`src/rtl/gbfp_pkg.sv`:
```
package gbfp_pkg;

    localparam int BUFFER_BYTES = 256;
    localparam int QUEUE_DEPTH  = 4;
    localparam int QPTR_W       = $clog2(QUEUE_DEPTH);
    localparam int CFG_IDX_W    = 1;

    localparam logic [CFG_IDX_W-1:0] REG_FIRST_SYNC  = CFG_IDX_W'(0);
    localparam logic [CFG_IDX_W-1:0] REG_SECOND_SYNC = CFG_IDX_W'(1);

    localparam logic [15:0] MIN_LEN      = 16'd8;
    localparam logic [15:0] BUF_LEN      = 16'(BUFFER_BYTES);
    localparam logic [15:0] OVERSIZE_LEN = 16'(BUFFER_BYTES + 8);
    localparam logic [15:0] RESP_LIMIT   = 16'(BUFFER_BYTES - 1);
    localparam logic [7:0]  RESP_MARK    = 8'h52;
    localparam logic [7:0]  NEWLINE      = 8'h0A;
    localparam logic [15:0] CRC_POLY     = 16'h1021;

    typedef enum logic {
        KIND_PAYLOAD,
        KIND_FRAME_END
    } kind_t;

    typedef enum logic [1:0] {
        ST_GOOD,
        ST_CRC_BAD,
        ST_BAD_LEN,
        ST_OVERSIZE
    } status_t;

    typedef struct packed {
        kind_t       kind;
        logic [7:0]  payload_byte;
        logic [7:0]  byte_index;
        status_t     status;
        logic [15:0] block_id;
        logic [15:0] frame_length;
        logic [15:0] error_total;
    } rec_t;

    function automatic logic [15:0] crc_byte(input logic [15:0] crc, input logic [7:0] b);
        logic [15:0] c;
        c = crc ^ {b, 8'h00};
        for (int i = 0; i < 8; i++) begin
            c = c[15] ? ((c << 1) ^ CRC_POLY) : (c << 1);
        end
        return c;
    endfunction

endpackage

```
`src/rtl/gbfp_front.sv`:
```
module gbfp_front (
    input  logic                           clk,
    input  logic                           rst_n,
    input  logic                           cfg_we,
    input  logic [gbfp_pkg::CFG_IDX_W-1:0] cfg_index,
    input  logic [7:0]                     cfg_wdata,
    input  logic                           in_fire,
    input  logic [7:0]                     in_byte,
    output logic                           rec_valid,
    output gbfp_pkg::rec_t                 rec
);
    import gbfp_pkg::*;

    typedef enum logic [3:0] {
        PH_HUNT1, PH_HUNT2, PH_CRC1, PH_CRC2, PH_ID1,
        PH_ID2, PH_LEN1, PH_LEN2, PH_DATA, PH_RESP
    } phase_t;

    phase_t      phase_reg, phase_next;
    logic [15:0] crc_reg, crc_next;
    logic [15:0] rx_crc_reg, rx_crc_next;
    logic [15:0] id_reg, id_next;
    logic [15:0] len_reg, len_next;
    logic [15:0] taken_reg, taken_next;
    logic [15:0] err_reg, err_next;
    logic [7:0]  sync1_reg, sync2_reg;

    logic [15:0] crc_seed;
    logic [15:0] crc_new;
    logic [15:0] len_full;
    logic [15:0] plen;
    logic [16:0] taken_inc;
    logic        emit;
    kind_t       kind;
    status_t     status;
    logic [7:0]  pbyte;
    logic [7:0]  pidx;

    assign crc_seed  = (phase_reg == PH_ID1) ? 16'h0000 : crc_reg;
    assign crc_new   = crc_byte(crc_seed, in_byte);
    assign len_full  = {in_byte, len_reg[7:0]};
    assign plen      = len_reg - MIN_LEN;
    assign taken_inc = {1'b0, taken_reg} + 17'd1;

    always_comb
    begin
        phase_next  = phase_reg;
        crc_next    = crc_reg;
        rx_crc_next = rx_crc_reg;
        id_next     = id_reg;
        len_next    = len_reg;
        taken_next  = taken_reg;
        err_next    = err_reg;
        emit        = 1'b0;
        kind        = KIND_FRAME_END;
        status      = ST_GOOD;
        pbyte       = 8'h00;
        pidx        = 8'h00;
        case (phase_reg)
            PH_HUNT2:
            begin
                if (in_byte == sync2_reg)
                    phase_next = PH_CRC1;
                else if (in_byte == RESP_MARK)
                    phase_next = PH_RESP;
                else
                    phase_next = PH_HUNT1;
            end
            PH_CRC1:
            begin
                rx_crc_next = {8'h00, in_byte};
                phase_next  = PH_CRC2;
            end
            PH_CRC2:
            begin
                rx_crc_next = {in_byte, rx_crc_reg[7:0]};
                phase_next  = PH_ID1;
            end
            PH_ID1:
            begin
                id_next    = {8'h00, in_byte};
                crc_next   = crc_new;
                phase_next = PH_ID2;
            end
            PH_ID2:
            begin
                id_next    = {in_byte, id_reg[7:0]};
                crc_next   = crc_new;
                phase_next = PH_LEN1;
            end
            PH_LEN1:
            begin
                len_next   = {8'h00, in_byte};
                crc_next   = crc_new;
                phase_next = PH_LEN2;
            end
            PH_LEN2:
            begin
                len_next   = len_full;
                crc_next   = crc_new;
                phase_next = PH_HUNT1;
                if (len_full < MIN_LEN)
                begin
                    err_next = err_reg + 16'd1;
                    emit     = 1'b1;
                    status   = ST_BAD_LEN;
                end
                else if (len_full[1:0] != 2'b00)
                begin
                    emit   = 1'b1;
                    status = ST_BAD_LEN;
                end
                else if (len_full == MIN_LEN)
                begin
                    emit = 1'b1;
                    if (crc_new != rx_crc_reg)
                    begin
                        err_next = err_reg + 16'd1;
                        status   = ST_CRC_BAD;
                    end
                end
                else
                begin
                    taken_next = 16'h0000;
                    phase_next = PH_DATA;
                end
            end
            PH_DATA:
            begin
                crc_next   = crc_new;
                taken_next = taken_inc[15:0];
                pbyte      = in_byte;
                pidx       = taken_reg[7:0];
                if (taken_inc >= {1'b0, plen})
                begin
                    phase_next = PH_HUNT1;
                    emit       = 1'b1;
                    if (len_reg > OVERSIZE_LEN)
                        status = ST_OVERSIZE;
                    else if (crc_new != rx_crc_reg)
                    begin
                        err_next = err_reg + 16'd1;
                        status   = ST_CRC_BAD;
                    end
                end
                else if (taken_reg < BUF_LEN)
                begin
                    emit = 1'b1;
                    kind = KIND_PAYLOAD;
                end
            end
            PH_RESP:
            begin
                if (taken_reg >= RESP_LIMIT)
                    phase_next = PH_HUNT1;
                else
                begin
                    taken_next = taken_inc[15:0];
                    if (in_byte == NEWLINE)
                        phase_next = PH_HUNT1;
                end
            end
            default:
            begin
                phase_next = PH_HUNT1;
                if (in_byte == sync1_reg)
                begin
                    phase_next = PH_HUNT2;
                    taken_next = 16'h0000;
                end
            end
        endcase
    end

    assign rec_valid = in_fire & emit;

    always_comb
    begin
        rec.kind         = kind;
        rec.payload_byte = pbyte;
        rec.byte_index   = pidx;
        rec.status       = status;
        rec.block_id     = id_next;
        rec.frame_length = len_next;
        rec.error_total  = err_next;
    end

    always_ff @(posedge clk or negedge rst_n)
    begin
        if (!rst_n)
        begin
            phase_reg  <= PH_HUNT1;
            crc_reg    <= 16'h0000;
            rx_crc_reg <= 16'h0000;
            id_reg     <= 16'h0000;
            len_reg    <= 16'h0000;
            taken_reg  <= 16'h0000;
            err_reg    <= 16'h0000;
            sync1_reg  <= 8'h24;
            sync2_reg  <= 8'h40;
        end
        else
        begin
            if (in_fire)
            begin
                phase_reg  <= phase_next;
                crc_reg    <= crc_next;
                rx_crc_reg <= rx_crc_next;
                id_reg     <= id_next;
                len_reg    <= len_next;
                taken_reg  <= taken_next;
                err_reg    <= err_next;
            end
            if (cfg_we && cfg_index == REG_FIRST_SYNC)
                sync1_reg <= cfg_wdata;
            if (cfg_we && cfg_index == REG_SECOND_SYNC)
                sync2_reg <= cfg_wdata;
        end
    end

endmodule

```
`src/rtl/gbfp_queue.sv`:
```
module gbfp_queue (
    input  logic           clk,
    input  logic           rst_n,
    input  logic           push,
    input  gbfp_pkg::rec_t push_rec,
    output logic           full,
    input  logic           pop,
    output logic           empty,
    output gbfp_pkg::rec_t head_rec
);
    import gbfp_pkg::*;

    rec_t              mem [QUEUE_DEPTH];
    logic [QPTR_W-1:0] wr_ptr_reg, wr_ptr_next;
    logic [QPTR_W-1:0] rd_ptr_reg, rd_ptr_next;
    logic [QPTR_W:0]   count_reg, count_next;
    logic              do_push;
    logic              do_pop;

    assign full     = (count_reg == (QPTR_W + 1)'(QUEUE_DEPTH));
    assign empty    = (count_reg == '0);
    assign do_push  = push & ~full;
    assign do_pop   = pop & ~empty;
    assign head_rec = mem[rd_ptr_reg];

    always_comb
    begin
        wr_ptr_next = do_push ? wr_ptr_reg + QPTR_W'(1) : wr_ptr_reg;
        rd_ptr_next = do_pop ? rd_ptr_reg + QPTR_W'(1) : rd_ptr_reg;
        count_next  = count_reg;
        if (do_push && !do_pop)
            count_next = count_reg + (QPTR_W + 1)'(1);
        else if (do_pop && !do_push)
            count_next = count_reg - (QPTR_W + 1)'(1);
    end

    always_ff @(posedge clk or negedge rst_n)
    begin
        if (!rst_n)
        begin
            wr_ptr_reg <= '0;
            rd_ptr_reg <= '0;
            count_reg  <= '0;
        end
        else
        begin
            wr_ptr_reg <= wr_ptr_next;
            rd_ptr_reg <= rd_ptr_next;
            count_reg  <= count_next;
        end
    end

    always_ff @(posedge clk)
    begin
        if (do_push)
            mem[wr_ptr_reg] <= push_rec;
    end

endmodule

```
`src/rtl/gbfp_back.sv`:
```
module gbfp_back (
    input  logic           clk,
    input  logic           rst_n,
    input  logic           empty,
    input  gbfp_pkg::rec_t head_rec,
    output logic           pop,
    output logic           m_tvalid,
    input  logic           m_tready,
    output logic [71:0]    m_tdata,
    output logic           m_tuser
);
    import gbfp_pkg::*;

    logic out_valid_reg;
    rec_t out_rec_reg;

    assign pop      = ~empty & (~out_valid_reg | m_tready);
    assign m_tvalid = out_valid_reg;
    assign m_tuser  = out_rec_reg.kind;
    assign m_tdata  = {6'b000000,
                       out_rec_reg.error_total,
                       out_rec_reg.frame_length,
                       out_rec_reg.block_id,
                       out_rec_reg.status,
                       out_rec_reg.byte_index,
                       out_rec_reg.payload_byte};

    always_ff @(posedge clk or negedge rst_n)
    begin
        if (!rst_n)
            out_valid_reg <= 1'b0;
        else if (pop)
            out_valid_reg <= 1'b1;
        else if (m_tready)
            out_valid_reg <= 1'b0;
    end

    always_ff @(posedge clk)
    begin
        if (pop)
            out_rec_reg <= head_rec;
    end

endmodule

```
`src/rtl/gnss_binary_frame_parser.sv`:
```
// Binary frame parser for a receiver byte stream. It takes one byte per clock while the
// queue has room: the parser, its CRC-16 update (polynomial 0x1021, zero seed) and the
// record it raises all settle in the cycle the byte is accepted, and the record then
// passes through a four-word queue into the output register before it appears on the
// master side. s_tready falls only when the queue is full, which takes a stalled
// master side. Sync bytes may be rewritten through the cfg port while idle.
module gnss_binary_frame_parser (
    input  logic                           clk,
    input  logic                           rst_n,
    input  logic                           cfg_we,
    input  logic [gbfp_pkg::CFG_IDX_W-1:0] cfg_index,
    input  logic [7:0]                     cfg_wdata,
    input  logic                           s_tvalid,
    output logic                           s_tready,
    input  logic [7:0]                     s_tdata,  // rx_byte
    output logic                           m_tvalid,
    input  logic                           m_tready,
    // payload_byte, byte_index, status, block_id, frame_length, error_total, zero pad
    output logic [71:0]                    m_tdata,
    output logic                           m_tuser   // kind
);
    import gbfp_pkg::*;

    logic rec_valid;
    rec_t rec;
    logic full;
    logic empty;
    logic pop;
    rec_t head_rec;
    logic in_fire;

    assign s_tready = ~full;
    assign in_fire  = s_tvalid & ~full;

    gbfp_front u_front (
        .clk       (clk),
        .rst_n     (rst_n),
        .cfg_we    (cfg_we),
        .cfg_index (cfg_index),
        .cfg_wdata (cfg_wdata),
        .in_fire   (in_fire),
        .in_byte   (s_tdata),
        .rec_valid (rec_valid),
        .rec       (rec)
    );

    gbfp_queue u_queue (
        .clk      (clk),
        .rst_n    (rst_n),
        .push     (rec_valid),
        .push_rec (rec),
        .full     (full),
        .pop      (pop),
        .empty    (empty),
        .head_rec (head_rec)
    );

    gbfp_back u_back (
        .clk      (clk),
        .rst_n    (rst_n),
        .empty    (empty),
        .head_rec (head_rec),
        .pop      (pop),
        .m_tvalid (m_tvalid),
        .m_tready (m_tready),
        .m_tdata  (m_tdata),
        .m_tuser  (m_tuser)
    );

endmodule

```
`config.mk`:
```
export PLATFORM = sky130hd
export DESIGN_NAME = gnss_binary_frame_parser
export DESIGN_NICKNAME = d
export VERILOG_FILES = /design/src/rtl/gbfp_pkg.sv /design/src/rtl/gbfp_front.sv /design/src/rtl/gbfp_queue.sv /design/src/rtl/gbfp_back.sv /design/src/rtl/gnss_binary_frame_parser.sv
export SDC_FILE = /design/constraint.sdc
export NUM_CORES = 1
export LEC_CHECK = 0
export BUFFER_PORTS_ARGS = -buffer_cell sky130_fd_sc_hd__buf_2
export CAP_MARGIN = 5
export CORE_MARGIN = 1
export CORE_UTILIZATION = 53
export DETAILED_ROUTE_END_ITERATION = 7
export PLACE_DENSITY_LB_ADDON = 0.2
export RECOVER_POWER = 50
export SYNTH_ARGS = -nofsm -noshare
export SYNTH_HDL_FRONTEND = slang
export SYNTH_SLANG_ARGS = --single-unit
export TNS_END_PERCENT = 1
```
`constraint.sdc`:
```
create_clock -name clk -period 12.8 [get_ports clk]
set_input_delay 0.64 -clock clk [delete_from_list [all_inputs] [get_ports clk]]
set_output_delay 0.64 -clock clk [all_outputs]
set_load 0.02 [all_outputs]
```
**Yosys cells after proc, flatten, opt, wreduce, memory -nomap -nowiden**

Memories as Yosys holds them, arrays and structs flattened. A register that Yosys moved wholly into a read port is not among the register bits.
Index checks and enable logic that the tools add are counted.

- Logic and storage cells: 148
- Memory bits (read-only): 0
- Register bits after elaboration: 124
- Output and inout bits: 75
- Memory bits (writable): 268
- Bits in latches: 0
- Memories kept: 1
- Bits of input ports: 22

Memories:

| name | depth | bits a word | read ports | clocked after Yosys merged registers in | wr ports | RTL line | source |
|---|---|---|---|---|---|---|---|
| u_queue.mem | 4 | 67 | 1 | 1 | 1 | gbfp_queue.sv:13 | `rec_t mem [QUEUE_DEPTH];` |

- Divide/modulo/power cells: 0
- Shift-type cells: 0
- Bitwise logic cells: 21
- Mux-type cells: 59
- $lt $le $gt $ge: 5
- $add $sub $neg: 7
- Multiply operators: 0
- Reductions and logical operators: 19
- Equality and inequality tests: 22

Operators with widths:

| cell | count |
|---|---|
| two-way mux 16 bit | 12 |
| one-hot mux 16 bit (2 select lines) | 4 |
| two-way mux 13 bit | 8 |
| one-hot mux 16 bit (4 select lines) | 1 |
| one-hot mux 4 bit (9 select lines) | 1 |
| two-way mux 4 bit | 8 |
| NOT 3 bit | 8 |
| adder 16 x 1 -> 17 bit, second input constant | 1 |
| greater-or-equal comparator 17 x 16 -> 1 bit | 1 |
| adder 16 x 1 -> 16 bit, second input constant | 1 |
| == test 16 x 4 -> 1 bit, second input constant | 1 |
| == test 4 x 3 -> 1 bit, second input constant | 4 |
| == test 8 bit | 2 |
| greater-or-equal comparator 16 x 8 -> 1 bit, second input constant | 1 |
| > comparator 16 x 9 -> 1 bit, second input constant | 1 |
| less-than comparator 16 x 4 -> 1 bit, second input constant | 1 |
| less-than comparator 16 x 9 -> 1 bit, second input constant | 1 |
| two-way mux 8 bit | 2 |
| inequality test 16 bit | 1 |
| subtractor 16 x 4 -> 16 bit, second input constant | 1 |
| XOR 16 bit | 1 |
| two-way mux 1 bit | 14 |
| two-way mux 2 bit | 5 |
| == test 4 x 2 -> 1 bit, second input constant | 2 |
| 27 further kinds | 51 |

**Depth between registers and ports, before layout**

- Depth after elaboration: 25
- Mapped depth: 20
- Gate-level depth less buffers: 20

**Hierarchy**

Synthesis repeated with hierarchy kept, for this count alone.

- Cells, all modules: 1327
- Area, all modules: 19980.4 um^2

Modules (own cells, without submodules):

| module | times used | cells an instance | area an instance (um^2) | sequential area each (um^2) |
|---|---|---|---|---|
| gbfp_queue | 1 | 387 | 10094.7 | 8222.9 |
| gbfp_front | 1 | 859 | 7764.9 | 2906.5 |
| gbfp_back | 1 | 79 | 2110.8 | 2037.0 |
| gnss_binary_frame_parser | 1 | 2 | 10.0 | 0.0 |

**Least setup slack after synthesis**

OpenSTA, ideal clock, no wires.

- Path kind: input to register
- From: input port m_tready
- To: register u_queue.count_reg[1]
- Data required time: 12.675 ns
- Setup slack: 7.352 ns
- Buffers on the path: 0
- Library setup time: 0.125 ns
- Data arrival time: 5.323 ns
- Stages: 7
- Path through: inv_1 > a21oi_1 > inv_1 > ha_1 > inv_1 > fa_1 > mux2_2

- Longest elaborated chain between the ends: 6
- Elaborated cells between the ends (all ways): 8
- Those cells by class: 1 x mux; 3 x bitwise; 4 x reduce/logical

Ends and longest elaborated chain:

| item | RTL line | source |
|---|---|---|
| start, declared | gnss_binary_frame_parser.sv:17 | `input logic m_tready,` |
| bitwise OR 1 bit | gbfp_back.sv:17 | `assign pop = ~empty & (~out_valid_reg \| m_tready);` |
| AND 1 bit | gbfp_back.sv:17 |  |
| via pop | gnss_binary_frame_parser.sv:28 | `logic pop;` |
| AND 1 bit | gbfp_queue.sv:23 | `assign do_pop = pop & ~empty;` |
| logical NOT 1 bit | gbfp_queue.sv:31 | `if (do_push && !do_pop)` |
| logical AND 1 bit | gbfp_queue.sv:31 |  |
| two-way mux 3 bit | gbfp_queue.sv:31 |  |
| via u_queue.count_next[1] | gbfp_queue.sv:16 | `logic [QPTR_W:0] count_reg, count_next;` |
| end signal, assigned | gbfp_queue.sv:49 | `count_reg <= count_next;` |
| end, declared | gbfp_queue.sv:16 |  |

The timed path passes the listed nets, and every way through them passes these cells.
A chain may end at the register's enable or synchronous reset.

==> impl_metrics.py <==
metrics = {
    "setup_path": {
        "critPathKind": "in -> async",
        "critPathCaptureType": "asynchronous set/reset pin",
        "worstPathRequired_ns": 12.24,
        "cp.arrival_ns": 5.94,
        "max_stage_delay_ns": 2.94,
        "cp_top_family": "buffers and inverters",
        "cp_common_cell": "clkbuf_1",
        "crit_path_start_kind": "primary input",
        "crit_path_cell_trace": "clkbuf_1, clkbuf_1",
        "crit_fanout": 69,
        "cp_slowest_cell": "clkbuf_1",
        "crit_buf_inv": 2,
    },
    "floorplan": {
        "rows": 70,
        "core_area_um2": 37000,
        "die_area_um2": 38600,
        "dieHeight_um": 197,
        "initial_core_util": 0.542,
        "die_w_um": 197,
        "io_pins": 97,
    },
    "timing": {
        "period_minus_slack_ns": 6.50,
        "setup_viol": 0,
        "slew_headroom": -1.66,
        "fin_crit_sh": 0.507,
        "setup_tns_ns": 0,
        "worst_slew_pin_slew_ns": 4.00,
        "drv_slew": 272,
        "finalHoldViolations": 0,
        "max_freq_mhz": 154,
        "rsz0062_at_grt": "false",
        "skew_ns": 0.0129,
    },
    "place": {
        "dp_hpwl_um": 27400,
        "io_buffers": 90,
        "dpl.cell_count": 1891,
        "gp_congestion": 0.881,
    },
    "yosys": {
        "netlist_area_um2": 20100,
        "ys_types": 73,
        "synth.avg_cell_area_um2": 14.8,
        "synth_top_family_by_area": "multiplexers",
        "synth_top_area_share": 0.502,
        "ys.flop_type": "edfxtp_1",
        "synth_warnings": 0,
        "synth_simple_gate_area_frac": 0.0834,
        "synth_edf_count": 335,
        "synth.top_cells.by_area": "edfxtp_1 (50%), dfrtp_1 (15%), mux4_2 (7.5%)",
        "async_flop_share": 0.270,
        "ys_seq_area_frac": 0.657,
        "synth_compound_area_frac": 0.0549,
        "synth_cells": 1357,
        "muxShareOfSynthArea": 0.103,
        "ys_ff_latch": 459,
        "yosys.area.top_type": "edfxtp_1",
        "synthXorXnorAreaFrac": 0.0641,
        "synthAdderAreaFrac": 0.0166,
    },
    "layout": {
        "top_register": "u_queue.mem",
        "fin_nets": 1484,
        "fin_cells": 1978,
        "drive_gt1_frac": 0.161,
        "n_antenna_cell": 0,
        "largest_reg_flops": 268,
        "area_delta_synth_final_pct": 11.8,
    },
    "detailed_routing": {
        "drt-initial-drc-count": 891,
        "dr.pass1.iters": 5,
        "ant_nets": 0,
        "route.detailed.drc": 0,
        "routedWlPerCell_um": 21.4,
        "via_per_inst": 5.71,
        "wirelength_um": 42400,
        "via_count": 11300,
    },
    "worst_hold_path": {
        "min_path_type": "in -> reg",
    },
    "global_route": {
        "grt_pass1_wl_um": 65700,
        "grt_pass1_vias": 11100,
        "grt_max_degree": 70,
        "grt_use_total": 0.228,
        "overflow": 0,
        "antenna_found_initial": 0,
    },
    "clock_tree": {
        "cts_hold_buf": 0,
        "cts_inserted_buffers": 47,
        "cts_root_buf": "clkbuf_16",
        "cts_setup_buffers": 0,
        "clk_pin_slew_ns": 0.06,
        "worstSkewPairLatency_ns": 0.58,
        "post_cts_resized": 0,
        "clock_sinks": 459,
        "cts_max_level": 2,
        "tritoncts": "done",
        "clockBufferDepth": 3,
    },
    "pwr": {
        "p_leak_uw": 0.00821,
        "power_density_nw_per_um2": 215,
        "max-vdd-ir-drop_uv": 120,
    },
    "status": {
        "status": "complete, but fails checks",
        "violations": "capacitance limit, slew limit",
    },
    "job": {
        "drv_cap": 6,
    },
}
[cells by family after synthesis]
group,Yosys count
flip-flops,459
AND/OR/NAND/NOR,349
AO/OA/AOI/OAI,180
XOR/XNOR,126
multiplexers,116
buffers and inverters,100
adder cells (fa/ha/maj),26
other,1
[worst paths after layout]
path	end	depth (start not counted)	slack, ns	startpoint
max in group clk	u_back.m_tdata[2]	2	7.55	u_queue.rd_ptr_reg[0]
min	u_back.m_tvalid	2	0.25	m_tready
min in group asynchronous	u_front.crc_reg[6]	1	1.14	rst_n
max	u_queue.rd_ptr_reg[1]	2	6.30	rst_n
min reg2reg	u_front.err_reg[15]	1	0.50	u_front.err_reg[15]
max reg2reg	u_back.m_tdata[2]	2	7.55	u_queue.rd_ptr_reg[0]
[cell usage after synthesis, types with 14 or more instances]
cell      instances
a21oi_1          28
a31oi_1          20
and2_1           24
and3_1           16
clkbuf_1         49
dfrtp_1         121
edfxtp_1        335
ha_1             25
inv_1            22
mux2_2           47
mux4_2           67
nand2_1         150
nand3_1          26
nand4_1          14
nor2_1           55
o21ai_0          78
xnor2_1          73
xor2_1           40
[through the flow]
step / power (uW) / cell area (um2) / util / setup WS [ns] / hold slack [ns]
2_1_floorplan: 3080 / 20100 / - / 7.35 / 0.344
3_3_place_gp: 3460 / 20900 / 0.566 / 7.94 / 0.477
3_5_place_dp: 3470 / 20900 / 0.566 / 7.85 / 0.478
4_1_cts: 4890 / 22500 / 0.610 / 7.82 / 0.132
5_1_grt: 5070 / 22400 / 0.607 / 5.03 / 0.252
6_report: 4830 / 22400 / 0.607 / 6.30 / 0.253
[metal layers]
metal | part of all wire | GRT usage
met1 | 0.46 | 0.337
met2 | 0.47 | 0.352
met3 | 0.047 | 0.0364
met4 | 0.020 | 0.0683
met5 | 0 | 0
[layout make-up]
cell class / instances / area (um2)
Sequential cell: 459 / 13200
Fill cell: 2888 / 14500
Timing Repair Buffer: 103 / 442
Clock inverter: 24 / 330
Multi-Input combinational cell: 803 / 6500
Inverter: 22 / 82.6
Clock buffer: 63 / 1270
Tap cell: 504 / 631
[placed cells by master, fill, tap and decap left out, drive strengths merged, types with 21 or more instances in the layout]
master / instances
buf: 28
o21ai: 88
a21oi: 29
ha: 25
nand2: 150
and2: 24
clkbuf: 138
xnor2: 73
a31oi: 21
inv: 27
dfrtp: 121
mux2: 49
nor2: 56
edfxtp: 335
xor2: 40
mux4: 67
nand3: 26
[power breakdown]
group / leakage, uW / switching, uW / internal [uW]
sequential: 0.00470 / 172 / 1920
combinational: 0.00274 / 774 / 545
clock: 0.000776 / 573 / 843
total: 0.00821 / 1520 / 3310
No activity file was read; power rests on OpenSTA's default activity.
